[config.mk]
export PLATFORM = sky130hd
export DESIGN_NAME = mng_front
export DESIGN_NICKNAME = d
export VERILOG_FILES = /design/src/design/mng_pkg.sv /design/src/design/mng_front.sv
export SDC_FILE = /design/constraint.sdc
export NUM_CORES = 1
export LEC_CHECK = 0
export ABC_AREA = 1
export BUFFER_PORTS_ARGS = -buffer_cell sky130_fd_sc_hd__buf_2
export CORE_ASPECT_RATIO = 2
export CORE_MARGIN = 2
export CORE_UTILIZATION = 47
export CTS_CLUSTER_SIZE = 12
export DETAILED_ROUTE_END_ITERATION = 8
export PLACE_DENSITY = 0.78
export SLEW_MARGIN = 20
export SYNTH_ARGS = -nofsm -noshare
export SYNTH_HDL_FRONTEND = slang
export SYNTH_SLANG_ARGS = --single-unit
[constraint.sdc]
create_clock -name clk -period 6 [get_ports clk]
set_input_delay 0.9 -clock clk [delete_from_list [all_inputs] [get_ports clk]]
set_output_delay 0.9 -clock clk [all_outputs]
set_load 0.02 [all_outputs]
[src/design/mng_pkg.sv]
// ============================================================================
// mng_pkg
// Shared types, widths and codes for the mesh normal generator.
// ============================================================================
`default_nettype none

package mng_pkg;

    // sizing defaults
    localparam int MAX_VERTICES_DEF = 1024;
    localparam int FIFO_DEPTH       = 2;

    // field widths
    localparam int POS_W  = 20;
    localparam int IDX_W  = 16;
    localparam int DIF_W  = 21;
    localparam int MUL_W  = 25;
    localparam int PRD_W  = 2 * MUL_W;
    localparam int ACC_W  = 48;
    localparam int NRM_W  = 16;
    localparam int STS_W  = 3;
    localparam int SQ_W   = 98;
    localparam int ROOT_W = 49;
    localparam int NUM_W  = 63;
    localparam int Q_W    = 17;

    // configuration port
    localparam int CFG_IDX_W  = 1;
    localparam int CFG_DATA_W = 32;
    localparam logic [CFG_IDX_W-1:0] CFG_FLAT_SHADING  = 1'd0;
    localparam logic [CFG_IDX_W-1:0] CFG_MIN_LENGTH_SQ = 1'd1;

    // result status codes
    localparam logic [STS_W-1:0] STS_OK         = 3'd0;
    localparam logic [STS_W-1:0] STS_FULL       = 3'd1;
    localparam logic [STS_W-1:0] STS_TRI_SKIP   = 3'd2;
    localparam logic [STS_W-1:0] STS_READ_RANGE = 3'd3;
    localparam logic [STS_W-1:0] STS_DEGENERATE = 3'd4;

    typedef enum logic [1:0] {
        OP_CLEAR = 2'd0,
        OP_LOAD  = 2'd1,
        OP_TRI   = 2'd2,
        OP_READ  = 2'd3
    } op_t;

    typedef struct packed {
        op_t                     op;
        logic signed [POS_W-1:0] pos_x;
        logic signed [POS_W-1:0] pos_y;
        logic signed [POS_W-1:0] pos_z;
        logic [IDX_W-1:0]        index_a;
        logic [IDX_W-1:0]        index_b;
        logic [IDX_W-1:0]        index_c;
    } item_t;

    typedef enum logic [3:0] {
        S_IDLE,
        S_POS,
        S_DIFF,
        S_CROSS,
        S_ACC_RD,
        S_ACC_WR,
        S_RD,
        S_SQ,
        S_CHK,
        S_SQRT,
        S_DIV_GO,
        S_DIV
    } state_t;

endpackage

`default_nettype wire

[src/design/mng_front.sv]
// ============================================================================
// mng_front
// Input side: accepts transactions, decodes the mode and queues the items.
// ============================================================================
`default_nettype none

module mng_front
    import mng_pkg::*;
(
    input  wire logic                    clk,
    input  wire logic                    rst_n,
    input  wire logic                    in_valid,
    output logic                         in_ready,
    input  wire logic [1:0]              mode,
    input  wire logic signed [POS_W-1:0] pos_x,
    input  wire logic signed [POS_W-1:0] pos_y,
    input  wire logic signed [POS_W-1:0] pos_z,
    input  wire logic [IDX_W-1:0]        index_a,
    input  wire logic [IDX_W-1:0]        index_b,
    input  wire logic [IDX_W-1:0]        index_c,
    output logic                         item_valid,
    output item_t                        item,
    input  wire logic                    item_pop
);

    localparam int PTR_W = $clog2(FIFO_DEPTH);
    localparam int CNT_W = $clog2(FIFO_DEPTH + 1);

    item_t              fifo_reg [FIFO_DEPTH];
    logic [PTR_W-1:0]   wr_ptr_reg, wr_ptr_next;
    logic [PTR_W-1:0]   rd_ptr_reg, rd_ptr_next;
    logic [CNT_W-1:0]   cnt_reg, cnt_next;
    logic               push;
    item_t              in_item;

    // decode incoming transaction
    always_comb
    begin
        in_item.op      = op_t'(mode);
        in_item.pos_x   = pos_x;
        in_item.pos_y   = pos_y;
        in_item.pos_z   = pos_z;
        in_item.index_a = index_a;
        in_item.index_b = index_b;
        in_item.index_c = index_c;
    end

    assign in_ready   = (cnt_reg != CNT_W'(FIFO_DEPTH));
    assign push       = in_valid && in_ready;
    assign item_valid = (cnt_reg != '0);
    assign item       = fifo_reg[rd_ptr_reg];

    // pointer and fill bookkeeping
    always_comb
    begin
        wr_ptr_next = wr_ptr_reg;
        rd_ptr_next = rd_ptr_reg;
        cnt_next    = cnt_reg;
        if (push)
        begin
            wr_ptr_next = (wr_ptr_reg == PTR_W'(FIFO_DEPTH - 1)) ? '0 : wr_ptr_reg + 1'b1;
        end
        if (item_pop)
        begin
            rd_ptr_next = (rd_ptr_reg == PTR_W'(FIFO_DEPTH - 1)) ? '0 : rd_ptr_reg + 1'b1;
        end
        if (push && !item_pop)
        begin
            cnt_next = cnt_reg + 1'b1;
        end
        else if (!push && item_pop)
        begin
            cnt_next = cnt_reg - 1'b1;
        end
    end

    always_ff @(posedge clk or negedge rst_n)
    begin
        if (!rst_n)
        begin
            wr_ptr_reg <= '0;
            rd_ptr_reg <= '0;
            cnt_reg    <= '0;
        end
        else
        begin
            wr_ptr_reg <= wr_ptr_next;
            rd_ptr_reg <= rd_ptr_next;
            cnt_reg    <= cnt_next;
        end
    end

    // queue storage
    always_ff @(posedge clk)
    begin
        if (push)
        begin
            fifo_reg[wr_ptr_reg] <= in_item;
        end
    end

endmodule

`default_nettype wire

## Yosys cells after proc, flatten, opt, wreduce, memory -nomap -nowiden

Memories as Yosys holds them, arrays and structs flattened.
Cells that the tools add are included.

| storage, ports and cells | value |
|---|---|
| bits in registers | 4 |
| memory bits (writable) | 220 |
| word-level logic and storage cells | 22 |
| memories kept | 1 |
| latch bits | 0 |
| memory bits (read-only) | 0 |
| input bits | 114 |
| output and inout port bits | 112 |

| operators by class | value |
|---|---|
| mux-type cells | 6 |
| magnitude comparators | 0 |
| reduce and logical (&&, ||, !) cells | 7 |
| equality and inequality tests | 1 |
| shift-type cells | 0 |
| $mul | 0 |
| divide/modulo/power cells | 0 |
| bitwise gates (word level) | 0 |
| add/sub/neg operators | 4 |

Memories:

| name | depth | bits a word | read ports | clocked after memory_dff | wr ports | line | RTL |
|---|---|---|---|---|---|---|---|
| fifo_reg | 2 | 110 | 1 | 0 | 1 | mng_front.sv:29 | `item_t fifo_reg [FIFO_DEPTH];` |

Operators with widths:

| operator | number |
|---|---|
| 1-bit 2-to-1 mux | 4 |
| 2-bit 2-to-1 mux | 2 |
| 2-bit nonzero test | 2 |
| 1-bit logical AND | 3 |
| 1-bit adder (second input constant) | 2 |
| 2-bit by 1-bit adder with 2-bit output (second input constant) | 1 |
| 1-bit logical NOT | 2 |
| 2-bit inequality test (second input constant) | 1 |
| 2-bit by 1-bit subtractor with 2-bit output (second input constant) | 1 |

## Depth between registers and ports, before layout

Gate-level depths: netlist (run 1).

| depth | value |
|---|---|
| depth after elaboration | 6 |
| gate-level depth with buffers | 10 |
| mapped depth without buffers | 10 |

## Worst setup path before layout (run 1)

No wires, ideal clock.

| path | value |
|---|---|
| path kind | input-to-reg |
| start | in in_valid |
| end | mem fifo_reg[0][0] (netlist name) (enable) |
| path slack | -0.172 ns |
| data required time | 5.420 ns |
| arrival time | 5.591 ns |
| library setup time | 0.580 ns |
| stages | 2 |
| path buffers | 0 |
| cell sequence | nand2_1 -> nor2_1 |

| between the ends | value |
|---|---|
| word-level cells in the longest chain between the ends | 3 |

Ends and longest elaborated chain:

| what | line | RTL |
|---|---|---|
| start, declared | mng_front.sv:12 | `input wire logic in_valid,` |
| 1-bit logical AND | mng_front.sv:49 | `assign push = in_valid && in_ready;` |
| 1-bit 2-to-1 mux | mng_front.sv:96 | `if (push)` |
| 1-bit 2-to-1 mux (not written as such) | mng_front.sv:98 | `fifo_reg[wr_ptr_reg] <= in_item;` |
| end, declared | mng_front.sv:29 |  |

Every way passes these cells.

==> impl_metrics.env, run 1 <==
export IMPL_setup_violations=0
export IMPL_ant_nets=0
export IMPL_regArea_mm2=0.00671
export IMPL_finalSetupTns_ns=0
export IMPL_drc=0
export IMPL_power_leakage_nw=3.80
export IMPL_critPathRequiredTime_ns=5.10
export IMPL_syn_cell_area_mm2=0.00818
export IMPL_met1_usage_pct=14.6
export IMPL_p_seq_share_pct=45.6
export IMPL_synthTopCellsByCount="edfxtp_1, mux2_2, buf_6"
export IMPL_track_usage_pct=16.5
export IMPL_intPower_mw=3.45
export IMPL_path_cells="buf_4 -> mux2_2 -> buf_2"
export IMPL_ys_ff_latch=224
export IMPL_htreeDepth=1
export IMPL_syn_nets=483
export IMPL_endpoint_kind="primary output"
export IMPL_rsz0062_at_grt="false"
export IMPL_vias=4230
export IMPL_clock_sinks=224
export IMPL_ys_flop_type="edfxtp_1"
export IMPL_die_w_um=97.3
export IMPL_largest_register_ffs=220
export IMPL_yosysTopAreaCellShare_pct=80.8
export IMPL_io_buffer_count=225
export IMPL_hold_violations=0
export IMPL_cts_buffers=22
export IMPL_grt_pass1_wl_mm=23.8
export IMPL_arrival_ns=2.73
export IMPL_worstHoldPathType="input pin to async pin"
export IMPL_yosysMostFrequentCell="edfxtp_1"
export IMPL_clock_skew_ns=0.00852
export IMPL_vias_per_cell=5.13
export IMPL_clk_pin_slew_ns=0.06
export IMPL_finalCritPeriodShare_pct=60.4
export IMPL_max_stage_delay_ns=1.05
export IMPL_setup_worst_path_start_class="register"
export IMPL_vdd_drop_max_mv=0.375
export IMPL_start_util_pct=47.6
export IMPL_grt_pass1_vias=4704
export IMPL_post_dp_hpwl_mm=11.1
export IMPL_clockBufferDepth=3
export IMPL_dieArea_mm2=0.0185
export IMPL_postCtsSetupBuffers=0
export IMPL_die_y_um=191
export IMPL_gp_congestion=0.756
export IMPL_grt_max_degree=73
export IMPL_synth_cell_types=13
export IMPL_path_max_fanout=72
export IMPL_seq_area_frac_synth_pct=82.0
export IMPL_multi_input_area_mm2=0.00134
export IMPL_p_comb_share_pct=31.6
export IMPL_crit_slowest_cell="dfrtp_4"
export IMPL_syn_area_per_cell_um2=22.2
export IMPL_drv_cap=0
export IMPL_swShare_pct=32.1
export IMPL_crit_type="register to primary output"
export IMPL_outcome="finished clean"
export IMPL_cts_hold_buf=0
export IMPL_drive_above_1_share_pct=59.8
export IMPL_max_freq_mhz=276
export IMPL_clk_insertion_delay_late_ns=0.48
export IMPL_slew_headroom_pct=37.1
export IMPL_tritoncts="built"
export IMPL_core_mm2=0.0172
export IMPL_p_clk_share_pct=22.9
export IMPL_finalPower_mw=5.08
export IMPL_synth_edf_count=220
export IMPL_syn_inst=368
export IMPL_yosysTopAreaCell="edfxtp_1"
export IMPL_yosysWarnings=0
export IMPL_fp_row_count=68
export IMPL_area_delta_synth_final_pct=23.4
export IMPL_async_flop_share_pct=1.79
export IMPL_grt_util_met2_pct=34.7
export IMPL_switchingPower_mw=1.63
export IMPL_powerDensity_mw_per_mm2=503
export IMPL_cts_root_buffer="clkbuf_16"
export IMPL_ios=226
export IMPL_firstDrtPassIters=4
export IMPL_nets=725
export IMPL_top_usage_layer="met2"
export IMPL_antenna_found_initial=2
export IMPL_gr_total_overflow=0
export IMPL_cts_resized=0
export IMPL_synth_area_leaders="edfxtp_1, mux2_2, buf_6, dfrtp_1, inv_1"
export IMPL_maxSlewViolCount=0
export IMPL_r2r_cells=5
export IMPL_period_minus_slack_ns=3.63
export IMPL_met3_usage_pct=3.19
export IMPL_routed_wl_mm=15.9
export IMPL_n_fill_cell=1299
export IMPL_drt_iter0_drc=180
export IMPL_wl_per_cell_um=19.3
export IMPL_worst_pin_slew_ns=0.943
[metrics by stage]
step	cell area (µm²)	hold WS (ns)	utilization, %	worst slack, ns	std cells
6_report	10100	0.210	58.7	2.37	824
5_1_grt	10100	0.202	58.7	2.20	823
4_1_cts	10100	0.194	58.7	2.29	822
3_5_place_dp	9500	0.499	55.3	2.83	796
3_3_place_gp	9500	0.478	55.3	2.86	796
2_1_floorplan	8180	0.462	-	-0.172	368
[power by group through the flow]
stage / logic, mW / registers [mW] / clock network, mW
finish: 1.60 / 2.31 / 1.16
global route: 1.70 / 2.35 / 1.26
CTS: 1.63 / 2.32 / 1.20
detailed placement: 1.62 / 2.35 / 0
global placement: 1.60 / 2.32 / 0
floorplan: 1.23 / 2.28 / 0
[final timing paths]
kind,start,to,slack [ns]
setup / recovery,rd_ptr_reg$_DFFE_PN0P_,item[5],2.37
hold / removal,rst_n,rd_ptr_reg$_DFFE_PN0P_,0.21
setup reg to reg,cnt_reg[0]$_DFFE_PN0P_,fifo_reg[1][52]$_DFFE_PP_,4.07
hold reg to reg,cnt_reg[0]$_DFFE_PN0P_,cnt_reg[0]$_DFFE_PN0P_,0.51
max in group asynchronous,rst_n,rd_ptr_reg$_DFFE_PN0P_,5.66
min in group clk,cnt_reg[0]$_DFFE_PN0P_,cnt_reg[0]$_DFFE_PN0P_,0.51
[kinds of logic (layout without fill, tap and decap cells)]
group	after synthesis	count (layout)	share of synthesized area (%)
xor gates and xnor gates	3	3	0.321
muxes	110	110	15.1
other	0	2	0
DFF	224	224	82.0
adders and majority gates	1	1	0.153
buffers and inverters	19	263	1.82
and+or+nand+nor	11	11	0.551
[worst max-delay path: cells and delay by family (launching register included)]
kind,cells,cell delay [ns]
DFF,1,1.05
buffers and inverters,2,0.76
muxes,1,0.42
[per-layer routing]
layer | up-vias | share of wire, %
met5 | - | 0.094
met4 | 2 | 2.7
met3 | 32 | 5.3
met2 | 161 | 62
met1 | 2107 | 30
li1 | 1928 | -
[cell type report]
cell class	count	area share [%]
Antenna cell	2	0.0496
Clock buffer	25	5.78
Sequential cell	224	66.5
Timing Repair Buffer	230	11.5
Clock inverter	1	0.0372
Tap cell	210	2.60
Multi-Input combinational cell	125	13.3
Inverter	7	0.260
[layout by cell type, fill, tap and decap left out, types with 2 or more instances in the layout]
cell type / Yosys / routed
mux2_2: 110 / 110
nor2_4: 0 / 2
clkbuf_1: 0 / 2
diode_2: 0 / 2
clkbuf_16: 0 / 23
buf_4: 0 / 5
buf_2: 2 / 225
dfrtp_1: 4 / 3
inv_1: 7 / 7
xor2_1: 2 / 2
nand2_1: 7 / 7
edfxtp_1: 220 / 220
Note: power is estimated with default switching activity, not from simulation.
==> inputs of run 2 (changes only) <==
--- a/config.mk
+++ b/config.mk
@@ -5,7 +5,7 @@
 export SDC_FILE = /design/constraint.sdc
 export NUM_CORES = 1
 export LEC_CHECK = 0
-export ABC_AREA = 1
+export ABC_AREA = 0
 export BUFFER_PORTS_ARGS = -buffer_cell sky130_fd_sc_hd__buf_2
 export CORE_ASPECT_RATIO = 2
 export CORE_MARGIN = 2
==> constraint.sdc (replaced) <==
create_clock -name clk -period 3 [get_ports clk]
set_input_delay 0.45 -clock clk [delete_from_list [all_inputs] [get_ports clk]]
set_output_delay 0.45 -clock clk [all_outputs]
set_load 0.02 [all_outputs]
==> impl_metrics.env, run 2 <==
export IMPL_seq_area_frac_synth_pct=82.2
export IMPL_r2r_end="fifo_reg[0][51]$_DFFE_PP_"
export IMPL_max_freq_mhz=380
export IMPL_clk_insertion_delay_late_ns=0.49
export IMPL_start_util_pct=47.7
export IMPL_rsz0062_at_grt="false"
export IMPL_gr_total_overflow=0
export IMPL_critPathRequiredTime_ns=2.55
export IMPL_yosysWarnings=0
export IMPL_min_path_cells=1
export IMPL_clock_sinks=224
export IMPL_grt_max_degree=70
export IMPL_cts_buffers=22
export IMPL_hold_path_end="fifo_reg[1][82]$_DFFE_PP_"
export IMPL_layout_cells_most_common="buf_2"
export IMPL_power_leakage_nw=3.83
export IMPL_endpoint_kind="primary output"
export IMPL_drive_above_1_share_pct=59.8
export IMPL_wirelength_met1_mm=5.78
export IMPL_post_dp_hpwl_mm=10.1
export IMPL_fin_area_mm2=0.0102
export IMPL_vdd_drop_max_mv=0.588
export IMPL_worst_pin_slew_ns=0.630
export IMPL_syn_inst=360
export IMPL_dr_wl_met3_mm=1.59
export IMPL_core_mm2=0.0171
export IMPL_arrival_ns=2.18
export IMPL_drt_iter0_drc=172
export IMPL_syn_area_per_cell_um2=22.7
export IMPL_maxSlewViolCount=0
export IMPL_mostFrequentLayoutCells="buf_2, edfxtp_1, mux2_2"
export IMPL_synthTopCellsByCount="edfxtp_1, mux2_2, buf_6"
export IMPL_r2r_start="cnt_reg[0]$_DFFE_PN0P_"
export IMPL_holdCritStartpoint="pos_y[14]"
export IMPL_nets=721
export IMPL_track_usage_pct=15.7
export IMPL_setup_worst_path_start_class="register"
export IMPL_htreeDepth=1
export IMPL_routed_wl_mm=14.9
export IMPL_io_buffer_count=225
export IMPL_synth_area_leaders="edfxtp_1, mux2_2, buf_6, dfrtp_1, xor2_1"
export IMPL_setup_violations=0
export IMPL_crit_type="register to primary output"
export IMPL_slew_headroom_pct=58.0
export IMPL_synth_cell_types=14
export IMPL_area_delta_synth_final_pct=25.3
export IMPL_finalSetupTns_ns=0
export IMPL_n_fill_cell=1263
export IMPL_largest_register_ffs=220
export IMPL_period_minus_slack_ns=2.63
export IMPL_fin_util_pct=59.8
export IMPL_drc=0
export IMPL_r2r_cells=4
export IMPL_outcome="finished clean"
export IMPL_yosysTopAreaCellShare_pct=80.9
export IMPL_ys_flop_type="edfxtp_1"
export IMPL_die_w_um=97.2
export IMPL_dpl_cell_count=791
export IMPL_wl_per_cell_um=17.9
export IMPL_tritoncts="built"
export IMPL_synth_edf_count=220
export IMPL_clock_skew_ns=0.00411
export IMPL_grt_pass1_wl_mm=22.8
export IMPL_drv_cap=0
export IMPL_cts_root_buffer="clkbuf_16"
export IMPL_async_flop_share_pct=1.79
export IMPL_antenna_found_initial=1
export IMPL_dr_wl_met2_mm=7.22
export IMPL_highest_layer="met5"
export IMPL_clockBufferDepth=3
export IMPL_hold_violations=0
export IMPL_firstDrtPassIters=4
export IMPL_path_max_fanout=38
export IMPL_yosysMostFrequentCell="edfxtp_1"
export IMPL_syn_nets=475
export IMPL_ant_nets=0
export IMPL_clk_pin_slew_ns=0.06
export IMPL_worstHoldPathType="input pin to register"
export IMPL_syn_cell_area_mm2=0.00816
export IMPL_r2r_slack_ns=1.26
export IMPL_final_cells=834
export IMPL_grt_pass1_vias=4438
export IMPL_finalPower_mw=10.4
export IMPL_vias=4176
export IMPL_gp_congestion=0.740
export IMPL_dpl_cell_area_mm2=0.00955
export IMPL_dieArea_mm2=0.0185
export IMPL_die_y_um=190
export IMPL_powerDensity_mw_per_mm2=1020
export IMPL_vias_per_cell=5.01
export IMPL_fp_row_count=68
export IMPL_yosysTopAreaCell="edfxtp_1"
export IMPL_finalCritPeriodShare_pct=87.7
export IMPL_ys_ff_latch=224
export IMPL_ios=226
[run 2: kinds of logic (layout without fill, tap and decap cells)]
kind of cell	count (synthesis)	after routing	share of synthesized area [%]
DFF	224	224	82.2
buffers and inverters	14	276	1.59
and+or+nand+nor	6	6	0.368
muxes	110	110	15.2
other	0	2	0
xor gates and xnor gates	5	5	0.537
adders and majority gates	1	1	0.153
[run 2: worst max path at each step]
stage	from	end	slack (ns)	cells past startpoint
detailed placement	rd_ptr_reg$_DFFE_PN0P_	item[13]	0.83	3
CTS	rd_ptr_reg$_DFFE_PN0P_	item[13]	0.30	3
global route	rd_ptr_reg$_DFFE_PN0P_	item[18]	0.25	3
finish	rd_ptr_reg$_DFFE_PN0P_	item[13]	0.37	3
global placement	rd_ptr_reg$_DFFE_PN0P_	item[30]	0.87	3
floorplan	cnt_reg[0]$_DFFE_PN0P_	fifo_reg[0][0]$_DFFE_PP_	0.12	3
[run 2: area by class of cell]
cell class | instances | area [µm²] | share of cell area, %
clock buffer | 40 | 659 | 6.45
inverter | 2 | 7.51 | 0.0734
sequential | 224 | 6710 | 65.6
tap | 210 | 263 | 2.57
antenna | 2 | 5.00 | 0.0489
timing repair buffer | 234 | 1250 | 12.2
multi-input combinational | 122 | 1340 | 13.1
[run 2: repair_timing]
item / 4_1_cts / 5_1_grt
hold endpoints to repair: 4 / 0
gates resized for setup: 0 / 0
hold buffers: 1 / 0
buffers inserted: 0 / 0
[run 2: per-layer routing]
| metal | vias up | GRT usage [%] |
|---|---|---|
| met5 | - | 0 |
| met3 | 25 | 5.83 |
| met1 | 2008 | 19.1 |
| met4 | 2 | 4.88 |
| met2 | 222 | 26.1 |
| li1 | 1919 | - |
[run 2: worst max-delay path, stage by stage, from the launching register on]
cell and delay, ns:
dfrtp_4 0.79, buf_4 0.36, mux2_2 0.38, buf_2 0.16
[run 2: metrics by stage]
step | setup slack (ns) | hold slack (ns)
finish | 0.370 | 0.146
global route | 0.250 | 0.122
CTS | 0.297 | 0.120
detailed placement | 0.833 | 0.258
global placement | 0.873 | 0.259
floorplan | 0.117 | 0.154
[run 2: power breakdown]
part	internal (mW)	switching [mW]	total [mW]
clock	1.47	1.03	2.51
combinational	1.35	1.99	3.34
sequential	4.28	0.266	4.54
